<file path="src/rtl/quad_shell_local_basis_core_defines.svh">
// assertion helpers shared by the rtl
`ifndef QUAD_SHELL_LOCAL_BASIS_CORE_DEFINES_SVH
`define QUAD_SHELL_LOCAL_BASIS_CORE_DEFINES_SVH
`ifndef NO_ASSERTIONS
`define QSLB_ASSERT(name, prop) \
  name: assert property (@(posedge clk_i) disable iff (!rst_ni) prop) \
    else $error("assertion failed");
`define QSLB_ASSERT_NEVER(name, cond) \
  name: assert property (@(posedge clk_i) disable iff (!rst_ni) !(cond)) \
    else $error("forbidden condition");
`else
`define QSLB_ASSERT(name, prop)
`define QSLB_ASSERT_NEVER(name, cond)
`endif
`endif

</file>
<file path="src/rtl/qslb_pkg.sv">
package qslb_pkg;

  localparam int unsigned MagW       = 64;
  localparam int unsigned FracW      = 30;
  localparam int unsigned PreW       = 30;
  localparam int unsigned UnitW      = 32;
  localparam int unsigned RootSteps  = 32;
  localparam int unsigned RootW      = 32;
  localparam int unsigned QuotBits   = 31;
  localparam int unsigned SumW       = 65;
  localparam int unsigned TruncW     = SumW - FracW;
  localparam int unsigned QueueDepth = 4;

  typedef logic        [MagW-1:0]  mag_t;
  typedef logic signed [MagW-1:0]  wide_t;
  typedef logic signed [UnitW-1:0] unit_t;
  typedef logic signed [PreW:0]    pre_t;

  typedef struct packed {
    logic [5:0] rs;
    logic [4:0] ls;
  } shift_t;

  function automatic mag_t mag_of(wide_t v);
    return v[MagW-1] ? mag_t'(-v) : mag_t'(v);
  endfunction

  // common shift that brings the largest magnitude into [2^29, 2^30)
  function automatic shift_t pre_shift(mag_t orv);
    shift_t r;
    logic [5:0] h;
    h = '0;
    for (int i = 0; i < MagW; i++) begin
      if (orv[i]) h = 6'(i);
    end
    if (h > 6'(PreW - 1)) begin
      r.rs = h - 6'(PreW - 1);
      r.ls = '0;
    end else begin
      r.rs = '0;
      r.ls = 5'(6'(PreW - 1) - h);
    end
    return r;
  endfunction

  function automatic logic [PreW-1:0] pre_apply(mag_t m, shift_t s);
    mag_t t;
    t = (m >> s.rs) << s.ls;
    return t[PreW-1:0];
  endfunction

  // divide by 2^30, truncating toward zero
  function automatic logic signed [TruncW-1:0] q30_trunc(logic signed [SumW-1:0] v);
    logic signed [SumW-1:0] b;
    b = v[SumW-1] ? v + SumW'(2 ** FracW - 1) : v;
    return TruncW'(b >>> FracW);
  endfunction

endpackage

</file>
<file path="src/rtl/qslb_front.sv">
module qslb_front import qslb_pkg::*; #(
  parameter int unsigned COORD_WIDTH = 32,
  localparam int unsigned DiffW = COORD_WIDTH + 1,
  localparam int unsigned PackW = 9 * DiffW
) (
  input  logic                          clk_i,
  input  logic                          rst_ni,
  input  logic                          valid_i,
  output logic                          ready_o,
  input  logic signed [COORD_WIDTH-1:0] node_i [12],
  output logic                          valid_o,
  input  logic                          ready_i,
  output logic [PackW-1:0]              diff_o
);

  logic             valid_q;
  logic [PackW-1:0] diff_d, diff_q;

  // edge vectors: side 1-2, diagonal 3-1, diagonal 4-2
  always_comb begin
    diff_d = '0;
    for (int i = 0; i < 3; i++) begin
      diff_d[i*DiffW +: DiffW]     = DiffW'(node_i[3+i]) - DiffW'(node_i[i]);
      diff_d[(3+i)*DiffW +: DiffW] = DiffW'(node_i[6+i]) - DiffW'(node_i[i]);
      diff_d[(6+i)*DiffW +: DiffW] = DiffW'(node_i[9+i]) - DiffW'(node_i[3+i]);
    end
  end

  assign ready_o = !valid_q || ready_i;
  assign valid_o = valid_q;
  assign diff_o  = diff_q;

  always_ff @(posedge clk_i or negedge rst_ni) begin
    if (!rst_ni) begin
      valid_q <= 1'b0;
    end else if (ready_o) begin
      valid_q <= valid_i;
    end
  end

  always_ff @(posedge clk_i) begin
    if (valid_i && ready_o) begin
      diff_q <= diff_d;
    end
  end

endmodule

</file>
<file path="config.mk">
export PLATFORM = sky130hd
export DESIGN_NAME = qslb_front
export DESIGN_NICKNAME = d
export VERILOG_FILES = /design/src/rtl/quad_shell_local_basis_core_defines.svh /design/src/rtl/qslb_pkg.sv /design/src/rtl/qslb_front.sv
export SDC_FILE = /design/constraint.sdc
export NUM_CORES = 1
export LEC_CHECK = 0
export BUFFER_PORTS_ARGS = -buffer_cell sky130_fd_sc_hd__buf_2
export CORE_AREA = 2 2 270 272
export DETAILED_ROUTE_END_ITERATION = 10
export DIE_AREA = 0 0 272 274
export GPL_TIMING_DRIVEN = 0
export RECOVER_POWER = 100
export SLEW_MARGIN = 25
export SYNTH_ARGS = -nofsm -noshare
export SYNTH_HDL_FRONTEND = slang
export SYNTH_SLANG_ARGS = --single-unit
</file>
<file path="constraint.sdc">
create_clock -name clk_i -period 9.15 [get_ports clk_i]
set_input_delay 0 -clock clk_i [delete_from_list [all_inputs] [get_ports clk_i]]
set_output_delay 0 -clock clk_i [all_outputs]
set_load 0.01 [all_outputs]
</file>
## Yosys cells after proc, flatten, opt, wreduce, memory -nomap -nowiden

Index checks and enable logic that the tools add are counted.

- Output and inout port bits: 299
- Memory bits (read-only): 0
- Memories kept: 0
- Register bits: 298
- Input port bits: 388
- Bits in writable memories: 0
- Bits in latches: 0
- Word-level logic and storage cells: 14

- Reduce and logical (&&, ||, !) cells: 3
- Bitwise operators: 0
- Multipliers: 0
- Add/sub/neg operators: 9
- Muxes and demuxes: 0
- Shift-type cells: 0
- Eq/ne operators: 0
- $lt $le $gt $ge: 0
- Divide/modulo/power cells: 0

Operator list:

| operator | number |
|---|---|
| 32-bit by 32-bit subtractor with 33-bit output | 9 |
| 1-bit logical AND | 1 |
| 1-bit logical NOT | 1 |
| 1-bit logical OR | 1 |

## Longest topological paths before layout

- Depth in word-level cells: 3
- Depth in mapped cells: 13
- Gate-level depth less buffers: 13

## Least setup slack after synthesis

Ideal clock, no wire load.

- Path kind: register to register
- From: reg valid_q, in the netlist valid_o
- To: reg diff_q[0], in the netlist diff_o[0] (enable)
- Required time: 8.453 ns
- Clock period less this slack: 8.046 ns
- Buffers on the path: 0
- Library setup time: 0.697 ns
- Cell stages (with the launch flop): 3
- Arrival time: 7.349 ns
- Path slack: 1.104 ns
- Path through: dfrtp_1 nand2b_1 and2_1

- Longest elaborated chain between the ends: 3

RTL lines:

| what | RTL line | RTL |
|---|---|---|
| from (decl) | qslb_front.sv:16 | `logic valid_q;` |
| from (signal assigned) | qslb_front.sv:37 | `valid_q <= valid_i;` |
| 1-bit logical NOT | qslb_front.sv:29 | `assign ready_o = !valid_q \|\| ready_i;` |
| 1-bit logical OR | qslb_front.sv:29 |  |
| via ready_o | qslb_front.sv:9 | `output logic ready_o,` |
| 1-bit logical AND | qslb_front.sv:42 | `if (valid_i && ready_o) begin` |
| to (signal assigned) | qslb_front.sv:43 | `diff_q <= diff_d;` |
| to (decl) | qslb_front.sv:17 | `logic [PackW-1:0] diff_d, diff_q;` |

The timed path passes the listed nets, and every way through them passes these cells.
A chain may end at the register's enable or synchronous reset.

## Worst setup path after layout

- From: reg valid_q, in the netlist valid_o
- To: reg diff_q[112], in the netlist diff_o[112] (enable)

- Longest elaborated chain between the ends: 3

RTL lines:

| what | RTL line |
|---|---|
| 1-bit logical NOT | qslb_front.sv:29 |
| 1-bit logical OR | qslb_front.sv:29 |
| 1-bit logical AND | qslb_front.sv:42 |

No other way between the ends.

==> impl_metrics.json <==
{
  "dp_hpwl_um": 68900,
  "clkSinkCount": 298,
  "clkSlewWorstSetupHoldPaths_ps": 60,
  "rsz0062_at_grt": "false",
  "antenna_found_initial": 20,
  "crit_path_max_fanout": 49,
  "async_flop_share": 0.00336,
  "fp.coreArea_mm2": 0.0720,
  "violations": "max-capacitance violations, max-slew violations",
  "synth_compound_area_frac": 0.207,
  "muxShareOfSynthArea": 0,
  "placed_cells": 4139,
  "grt_pass1_vias": 22000,
  "max_freq_ghz": 0.187,
  "ys_dominant_reg_cell": "edfxtp_1",
  "max-vdd-ir-drop_mv": 0.143,
  "vias_per_cell": 5.01,
  "drive_gt1_frac": 0.131,
  "ant_nets": 0,
  "slew_headroom": -0.930,
  "clk_path_buf_depth": 3,
  "start_kind": "register",
  "numCtsBuffers": 41,
  "synth_edf_count": 297,
  "route.detailed.drc": 0,
  "setup.worst_path.end_class": "register",
  "layout_commonest_cell": "buf_2",
  "postCtsSetupRepairBufs": 0,
  "worstPathArrival_ps": 5580,
  "tns_ps": 0,
  "outcome": "finished with violations",
  "post-route-period-util": 0.584,
  "final_hold_viol_count": 0,
  "most-common-layout-cells": "buf_2 (371), clkbuf_1 (353), edfxtp_1 (297)",
  "wl_um": 84500,
  "worst_hold_slack_ps": 24.1,
  "yosysUniqueCellTypes": 81,
  "synthesis.nets": 3173,
  "setup_violations": 0,
  "crit_type": "register to register",
  "vias": 22200,
  "r2r_slack_ps": 3810,
  "syn-cell-area_mm2": 0.0237,
  "grt_max_degree": 50,
  "slew_violations": 129,
  "worstReg2RegEnd": "diff_o[112]",
  "skew_ps": 12.0,
  "firstDrtPassIters": 5,
  "h-tree-depth": 2,
  "final_cell_count_no_fill": 4443,
  "die_area_mm2": 0.0745,
  "netlist_instances": 2488,
  "cts_tree": "built",
  "min_path_type": "input pin to register",
  "die_h_um": 274,
  "critical_path.startpoint": "valid_o",
  "die_x_um": 272,
  "grt_pass1_wl_um": 125000,
  "synth_top_family_by_area": "compound AO/OA/AOI/OAI gates",
  "worstSetupEndpoint": "diff_o[112]",
  "p_per_area_mw_per_mm2": 160,
  "rr_worst_depth": 5,
  "synth_xor_area_frac": 0.0875,
  "overflow": 0,
  "synthTopCellsByArea": "edfxtp_1 (38%), ha_1 (15%), xnor2_1 (5.8%)",
  "ctsResizeCount": 0,
  "cts-root-buf": "clkbuf_16",
  "drv_cap": 3,
  "gp_congestion": 0.992,
  "synth_top_cell_area_share": 0.376,
  "initial_core_util": 0.330,
  "cellLeakagePower_uw": 0.0141,
  "required_ps": 9390,
  "synth_fa_ha_area_frac": 0.160,
  "gr-usage-all-layers": 0.216,
  "drtIter0Drc": 1127,
  "r2r_start": "valid_o",
  "synth-simple-area-share": 0.118,
  "fin_crit_ps": 5340,
  "synthToLayoutAreaGrowth_pct": 33.2,
  "ys_warn_count": 0,
  "yosysSeqAreaShare": 0.377,
  "portBuffers": 686,
  "clock_latency_ps": 560,
  "yosys.area.top_type": "edfxtp_1",
  "post_drt_wl_per_cell_um": 19.0,
  "ys_ff_latch": 298,
  "io_pins": 687,
  "worst_pin_slew_ps": 2900,
  "syn_area_per_cell_um2": 9.53,
  "row_count": 99,
  "fill_cells": 7227,
  "final_nets": 4129
}
kinds of logic (layout without fill, tap and decap cells):
group,count (synthesis),after routing
xor gates and xnor gates,237,237
and+or+nand+nor,581,581
AOI/OAI and AO/OA,755,755
buffers and inverters,320,1305
DFF,298,298
adders and majority gates,297,297
other,0,11
cell usage after synthesis, types with 57 or more instances:
library cell	count
a21o_1	117
a21oi_1	224
edfxtp_1	297
ha_1	288
inv_1	288
nand2_1	134
nand3_1	57
nor2_1	174
o21a_1	61
o21ai_0	113
xnor2_1	158
xor2_1	79
repair_timing:
| item | 4_1_cts | 5_1_grt |
|---|---|---|
| endpoints found under the hold margin | 178 | 0 |
| hold buffers | 221 | 0 |
| endpoints found under the setup margin | 0 | 0 |
final cells by class:
class,count,area [µm²],area share
Clock buffer,49,1100,0.0347
Clock inverter,23,269,0.00852
Antenna cell,11,27.5,0.000871
Tap cell,959,1200,0.0380
Sequential cell,298,8940,0.283
Timing Repair Buffer,913,5360,0.170
Inverter,288,1080,0.0342
Buffer,32,120,0.00380
Multi-Input combinational cell,1870,13500,0.427
report_power, final:
part | switching (µW) | internal, µW
sequential | 45.0 | 1740
combinational | 921 | 671
clock | 661 | 1020
total | 1630 | 3430
critical path: stages, from the launching register on:
cell and delay, ps:
dfrtp_1 380, nand2b_1 120, and2_0 1710, clkbuf_1 2140, buf_12 300, buf_16 260
registers in the layout, indices dropped and copies added, names as in the netlist:
| name | flops |
|---|---|
| diff_o | 297 |
| valid_o | 1 |
how the worst min path moves through the flow:
stage / to / cells after the start / startpoint
after floorplan: valid_o / 0 / rst_ni
after global placement: valid_o / 1 / rst_ni
after detailed placement: valid_o / 1 / rst_ni
after CTS: diff_o[75] / 3 / node_i[201]
after global routing: diff_o[22] / 3 / node_i[278]
final: diff_o[286] / 3 / node_i[22]
stage by stage:
stage	cell area, µm²	total power (µW)	utilization	setup WS, ps
floorplan	23700	2800	-	1100
global placement	28400	3340	0.394	-2530
detailed placement	28500	3330	0.396	5650
CTS	32100	5140	0.446	5560
global route	31600	5320	0.439	3250
finish	31600	5050	0.439	3810
metal layers:
metal  up-vias  wire (µm)  track usage
li1      11000          -            -
met1     10300      34200        0.250
met2       750      41400        0.386
met3       159       5900       0.0521
met4        16       2920       0.0774
met5         -        102            0
Note: power is estimated with default switching activity, not from simulation.
