$ cat config.mk
export PLATFORM = sky130hd
export DESIGN_NAME = qslb_queue
export DESIGN_NICKNAME = d
export VERILOG_FILES = /design/src/rtl/qslb_pkg.sv /design/src/rtl/qslb_queue.sv
export VERILOG_INCLUDE_DIRS = /design/src /design/src/rtl
export SDC_FILE = /design/constraint.sdc
export NUM_CORES = 1
export LEC_CHECK = 0
export ABC_AREA = 1
export BUFFER_PORTS_ARGS = -buffer_cell sky130_fd_sc_hd__buf_4
export CAP_MARGIN = 20
export CELL_PAD_IN_SITES_DETAIL_PLACEMENT = 1
export CELL_PAD_IN_SITES_GLOBAL_PLACEMENT = 2
export CORE_MARGIN = 8
export CORE_UTILIZATION = 36
export DETAILED_ROUTE_END_ITERATION = 16
export GPL_ROUTABILITY_DRIVEN = 0
export PLACE_DENSITY = 0.79
export SLEW_MARGIN = 10
export SYNTH_ARGS = -nofsm -noshare
export SYNTH_HDL_FRONTEND = slang
export SYNTH_SLANG_ARGS = --single-unit
$ cat constraint.sdc
create_clock -name clk_i -period 3.8 [get_ports clk_i]
set_input_delay 0.19 -clock clk_i [delete_from_list [all_inputs] [get_ports clk_i]]
set_output_delay 0.19 -clock clk_i [all_outputs]
set_load 0.005 [all_outputs]
$ cat src/rtl/quad_shell_local_basis_core_defines.svh
// assertion helpers shared by the rtl
`ifndef QUAD_SHELL_LOCAL_BASIS_CORE_DEFINES_SVH
`define QUAD_SHELL_LOCAL_BASIS_CORE_DEFINES_SVH
`ifndef NO_ASSERTIONS
`define QSLB_ASSERT(name, prop) \
  name: assert property (@(posedge clk_i) disable iff (!rst_ni) prop) \
    else $error("assertion failed");
`define QSLB_ASSERT_NEVER(name, cond) \
  name: assert property (@(posedge clk_i) disable iff (!rst_ni) !(cond)) \
    else $error("forbidden condition");
`else
`define QSLB_ASSERT(name, prop)
`define QSLB_ASSERT_NEVER(name, cond)
`endif
`endif

$ cat src/rtl/qslb_pkg.sv
package qslb_pkg;

  localparam int unsigned MagW       = 64;
  localparam int unsigned FracW      = 30;
  localparam int unsigned PreW       = 30;
  localparam int unsigned UnitW      = 32;
  localparam int unsigned RootSteps  = 32;
  localparam int unsigned RootW      = 32;
  localparam int unsigned QuotBits   = 31;
  localparam int unsigned SumW       = 65;
  localparam int unsigned TruncW     = SumW - FracW;
  localparam int unsigned QueueDepth = 4;

  typedef logic        [MagW-1:0]  mag_t;
  typedef logic signed [MagW-1:0]  wide_t;
  typedef logic signed [UnitW-1:0] unit_t;
  typedef logic signed [PreW:0]    pre_t;

  typedef struct packed {
    logic [5:0] rs;
    logic [4:0] ls;
  } shift_t;

  function automatic mag_t mag_of(wide_t v);
    return v[MagW-1] ? mag_t'(-v) : mag_t'(v);
  endfunction

  // common shift that brings the largest magnitude into [2^29, 2^30)
  function automatic shift_t pre_shift(mag_t orv);
    shift_t r;
    logic [5:0] h;
    h = '0;
    for (int i = 0; i < MagW; i++) begin
      if (orv[i]) h = 6'(i);
    end
    if (h > 6'(PreW - 1)) begin
      r.rs = h - 6'(PreW - 1);
      r.ls = '0;
    end else begin
      r.rs = '0;
      r.ls = 5'(6'(PreW - 1) - h);
    end
    return r;
  endfunction

  function automatic logic [PreW-1:0] pre_apply(mag_t m, shift_t s);
    mag_t t;
    t = (m >> s.rs) << s.ls;
    return t[PreW-1:0];
  endfunction

  // divide by 2^30, truncating toward zero
  function automatic logic signed [TruncW-1:0] q30_trunc(logic signed [SumW-1:0] v);
    logic signed [SumW-1:0] b;
    b = v[SumW-1] ? v + SumW'(2 ** FracW - 1) : v;
    return TruncW'(b >>> FracW);
  endfunction

endpackage

$ cat src/rtl/qslb_queue.sv
`include "quad_shell_local_basis_core_defines.svh"

module qslb_queue import qslb_pkg::*; #(
  parameter int unsigned DATA_W = 1
) (
  input  logic              clk_i,
  input  logic              rst_ni,
  input  logic              push_valid_i,
  output logic              push_ready_o,
  input  logic [DATA_W-1:0] push_data_i,
  output logic              pop_valid_o,
  input  logic              pop_ready_i,
  output logic [DATA_W-1:0] pop_data_o
);

  localparam int unsigned PtrW = $clog2(QueueDepth);
  localparam int unsigned CntW = $clog2(QueueDepth + 1);

  logic [DATA_W-1:0] mem_q [QueueDepth];
  logic [PtrW-1:0]   wr_ptr_q, rd_ptr_q;
  logic [CntW-1:0]   count_q;
  logic              push, pop;

  assign push_ready_o = count_q != CntW'(QueueDepth);
  assign pop_valid_o  = count_q != '0;
  assign pop_data_o   = mem_q[rd_ptr_q];
  assign push         = push_valid_i && push_ready_o;
  assign pop          = pop_valid_o && pop_ready_i;

  always_ff @(posedge clk_i or negedge rst_ni) begin
    if (!rst_ni) begin
      wr_ptr_q <= '0;
      rd_ptr_q <= '0;
      count_q  <= '0;
    end else begin
      if (push) wr_ptr_q <= PtrW'(wr_ptr_q + 1'b1);
      if (pop) rd_ptr_q <= PtrW'(rd_ptr_q + 1'b1);
      count_q <= CntW'(count_q + CntW'(push) - CntW'(pop));
    end
  end

  always_ff @(posedge clk_i) begin
    if (push) begin
      mem_q[wr_ptr_q] <= push_data_i;
    end
  end

  `QSLB_ASSERT_NEVER(a_count_bound, count_q > CntW'(QueueDepth))
  `QSLB_ASSERT(a_ptr_count, PtrW'(wr_ptr_q - rd_ptr_q) == count_q[PtrW-1:0])
  `QSLB_ASSERT_NEVER(a_pop_empty, pop && count_q == '0)

endmodule

# [Word level (Yosys, flattened, before mapping)]
# Memory sizes are Yosys's and may differ from the RTL's.
# Index checks and enable logic that the tools add are counted.
[classes] n_addsub=4 n_eq_ne=1 muxes=2 n_reduce_logical=3
[op_table] operator="adder 2 x 1 -> 2 bit, second input constant" count=2
[op_table] operator="adder 3 x 1 -> 3 bit" count=1
[op_table] operator="!= test 3 bit, second input constant" count=1
[op_table] operator="nonzero test 3 bit" count=1
[op_table] operator="subtractor 3 x 1 -> 3 bit" count=1
[op_table] operator="logical AND 1 bit" count=2
[op_table] operator="2-to-1 mux 1 bit" count=2
[word_totals] ff_bits=7 mem_bits_rw=4 input_bits=5 out_inout_bits=3 elab_cells=14 memories=1
[memory_table] memory="mem_q" depth=4 word_bits=1 rd=1 rd_ports_with_merged_regs=0 wr=1 line_no="qslb_queue.sv:19" text="logic [DATA_W-1:0] mem_q [QueueDepth];"

# [Longest topological paths before layout]
[depth] ltp_word=4 ltp_mapped=12 depth_no_buf=12

# [Worst setup path before layout]
# OpenSTA, ideal clock, no wires.
[synth_timing] path_type="reg-to-reg" start="register count_q[1]" end="register count_q[2]" setup_time_ns=0.117 arrival_time_ns=1.739 required_ns=3.683 slack_ns=1.945 stages_incl_launch_ff=12 path_buffers=0 period_less_slack_ns=1.855 cell_sequence="dfrtp_1 -> nor2_4 -> nand2_2 -> nand2_2 -> inv_1 -> ha_1 -> inv_1 -> ha_1 -> inv_1 -> fa_1 -> nand3_1 -> nand2_1"
[synth_via] word_cells_on_any_way=6 cone_classes="add/sub: 2; eq/ne: 1; reduce/logical: 3"
[synth_lines] item="start, declared" line_no="qslb_queue.sv:21" text="logic [CntW-1:0] count_q;"
[synth_lines] item="start signal, assigned" line_no="qslb_queue.sv:38" text="count_q <= CntW'(count_q + CntW'(push) - CntW'(pop));"
[synth_lines] item="nonzero test 3 bit" line_no="qslb_queue.sv:25" text="assign pop_valid_o = count_q != '0;"
[synth_lines] item="named net pop_valid_o" line_no="qslb_queue.sv:11" text="output logic pop_valid_o,"
[synth_lines] item="logical AND 1 bit" line_no="qslb_queue.sv:28" text="assign pop = pop_valid_o && pop_ready_i;"
[synth_lines] item="named net pop" line_no="qslb_queue.sv:22" text="logic push, pop;"
[synth_lines] item="subtractor 3 x 1 -> 3 bit" line_no="qslb_queue.sv:38"
# The timed path passes the listed nets, and every way through them passes these cells.
# A chain may end at the register's enable or synchronous reset.

# [Final worst setup path]
[layout_timing] start="register count_q[1]" end="register count_q[2]"
[layout_via] word_cells_on_any_way=6 cone_classes="add/sub: 2; eq/ne: 1; reduce/logical: 3"
[layout_lines] item="nonzero test 3 bit" line_no="qslb_queue.sv:25"
[layout_lines] item="logical AND 1 bit" line_no="qslb_queue.sv:28"
[layout_lines] item="named net pop" line_no="qslb_queue.sv:22"
[layout_lines] item="subtractor 3 x 1 -> 3 bit" line_no="qslb_queue.sv:38"
# The timed path passes the listed nets, and every way through them passes these cells.

==> results.txt <==
Max Fclk: 501 MHz
Syn Nets: 83
Die W: 58.5 um
post-synthesis cell count: 71
Chip Height: 58.5 um
pre-CTS WS: 1.80 ns
CTS H-tree depth: 1
DRT Pass-1 Iters: 4
initial antenna violation count: 0
DP Wirelength: 1.05 mm
Setup TNS Final: 0 ns
WL met1: 479 um
total track usage: 8.90%
non-filler cells, final: 108
clk_skew: 0.00220 ns
WL met3: 66 um
P&R area growth vs syn: 18.5%
Critical Path Sink Type: flip-flop
Routed Antenna Nets: 0
endpoints failing setup: 0
global-route wire length before repair: 2.27 mm
n_diodes: 0
Final Cycle Share: 52.6%
synthesized area per cell: 9.15 um^2
vias in the first global route: 515
Worst Setup Slack, final: 1.80 ns
r2r worst-path depth: 11
Rows: 15
most frequent cells in the layout: 17 x inv_1, 14 x nand2_1, 7 x dfrtp_1, 7 x buf_4
layout cell share with drive strength beyond 1: 25.3%
worst reg2reg path endpoint: count_q[2]$_DFF_PN0_
worst slew pin tran: 0.218 ns
WL/cell: 11.5 um
Die Area: 3420 um^2
Congestion Overflow GR: 0
placed instance count: 103
LEAKAGE: 0.403 nW
I/O pins: 8
DRT Wirelength: 1.25 mm
clock-pin slew on the worst setup and hold paths: 0.07 ns
DR DRC count: 0
root buffer selected by CTS: clkbuf_4
worst min path class: input pin to flip-flop
max-slew violation count: 0
overall power: 0.566 mW
VDD IR max: 0.315 mV
crit start category: flip-flop
largest net degree at the start of global routing: 8
PostCTS Resize Cnt: 0
NumNets Final: 96
clock latency on the worst-skew pair: 0.27 ns
Synth Warn #: 0
post-synthesis cell type count: 14
max-cap check violation count: 0
critical path type: flip-flop to flip-flop
CTS max path bufs: 2
mapped cell area: 649 um^2
met2 wire length: 643 um
Slowest cell on crit path: dfrtp_1
CTS tree: yes
Worst path max stage delay: 0.45 ns
worst r2r src: count_q[1]$_DFF_PN0_
status: complete, no violations
Top cell by count, worst path: inv_1
worst-path cell chain: nor2_4 > nand2_2 > nand2_2 > inv_1 > ha_1 > inv_1 > ha_1 > inv_1 > fa_1 > nand3_1 > nand2_1
DRT iter0 DRCs: 6
r2r setup slk: 1.80 ns
Fin. Hold Viols: 0
PD cells: 736 nW/um^2
clock sink count: 11
IO buf count: 7
register area share after synthesis: 45.5%
Slew HR: 85.5%
Vias: 482
Initial Util: 38.0%
commonest non-fill, non-tap cell in the layout: inv_1
WHS Endpoint: mem_q[1]$_DFFE_PP_
HP Start: push_data_i
Worst Hold Path Cells: 1
min Tclk post-route: 2.00 ns
FF+latch count, synth: 11
Max Used Layer: met4
CP required: 3.97 ns
RSZ-0062 raised after global routing: false
Crit path arrival time: 2.16 ns
Inserted Clock Buffers: 3
CORE AREA: 1710 um^2
Avg Vias per Cell: 4.46
CP max FO: 5
==> metal layers <==
| metal | global-route usage (%) | vias up |
|---|---|---|
| met1 | 8.51 | 227 |
| met4 | 8.39 | 0 |
| met5 | 0 | - |
| met3 | 2.39 | 7 |
| met2 | 15.1 | 12 |
| li1 | - | 236 |
==> cells by family (layout without fill, tap and decap cells) <==
logic type	Yosys count	after routing	share of synthesized area [%]
flops	11	11	45.5
fa+ha+maj	7	7	14.6
buf+inv	17	29	9.83
compound gates	2	2	1.54
simple gates	34	34	28.5
==> stage by stage <==
stage,utilization [%],hold slack (ns),area [um^2]
after floorplan,-,-0.106,649
after global placement,42.9,0.00877,733
after detailed placement,42.9,0.00922,733
after CTS,45.1,0.110,769
after global routing,45.1,0.111,769
final,45.1,0.120,769
==> registers in the layout, summed over array words and instances (netlist names) <==
signal,flops
count_q,3
wr_ptr_q,2
rd_ptr_q,2
mem_q,4
==> critical path, delay by kind of cell, from the launching register on <==
kind / cells / cell delay, ns
buf+inv: 3 / 0.15
fa+ha+maj: 3 / 0.78
flops: 1 / 0.45
simple gates: 5 / 0.51
==> synth_stat cells <==
| library cell | n | area, um^2 |
|---|---|---|
| nor2_4 | 1 | 11.3 |
| inv_1 | 17 | 63.8 |
| dfrtp_1 | 7 | 175 |
| nor2_1 | 4 | 15.0 |
| nand3_1 | 5 | 25.0 |
| edfxtp_1 | 4 | 120 |
| o21ai_0 | 2 | 10.0 |
| fa_1 | 1 | 20.0 |
| nand2_1 | 14 | 52.6 |
| nand2_2 | 6 | 37.5 |
| nor2_2 | 2 | 12.5 |
| ha_1 | 6 | 75.1 |
| nand2_8 | 1 | 20.0 |
| nand2_4 | 1 | 11.3 |
==> worst max-delay path by stage <==
stage | startpoint | endpoint | slack (ns) | cells past startpoint
final | count_q[1]$_DFF_PN0_ | count_q[2]$_DFF_PN0_ | 1.80 | 11
after global routing | count_q[1]$_DFF_PN0_ | count_q[2]$_DFF_PN0_ | 1.66 | 11
after CTS | count_q[1]$_DFF_PN0_ | count_q[2]$_DFF_PN0_ | 1.78 | 11
after detailed placement | count_q[1]$_DFF_PN0_ | count_q[2]$_DFF_PN0_ | 1.80 | 11
after global placement | count_q[1]$_DFF_PN0_ | count_q[2]$_DFF_PN0_ | 1.85 | 11
after floorplan | count_q[1]$_DFF_PN0_ | count_q[2]$_DFF_PN0_ | 1.94 | 11
==> what timing repair did <==
item | 4_1_cts | 5_1_grt
hold buffers | 1 | 0
hold endpoints to repair | 7 | 0
buffers inserted | 0 | 0
==> cell type report <==
type | count | area, um^2
clock buffers | 4 | 26.3
repair buffers | 8 | 62.6
inverters | 17 | 63.8
fillers | 200 | 938
multi-input cells | 43 | 290
well taps | 25 | 31.3
flip-flops and latches | 11 | 295
==> report_power, final <==
group / switching, mW / internal (mW)
Combinational: 0.151 / 0.112
Clock: 0.0397 / 0.0407
Sequential: 0.0507 / 0.172
No activity file was read; power rests on OpenSTA's default activity.
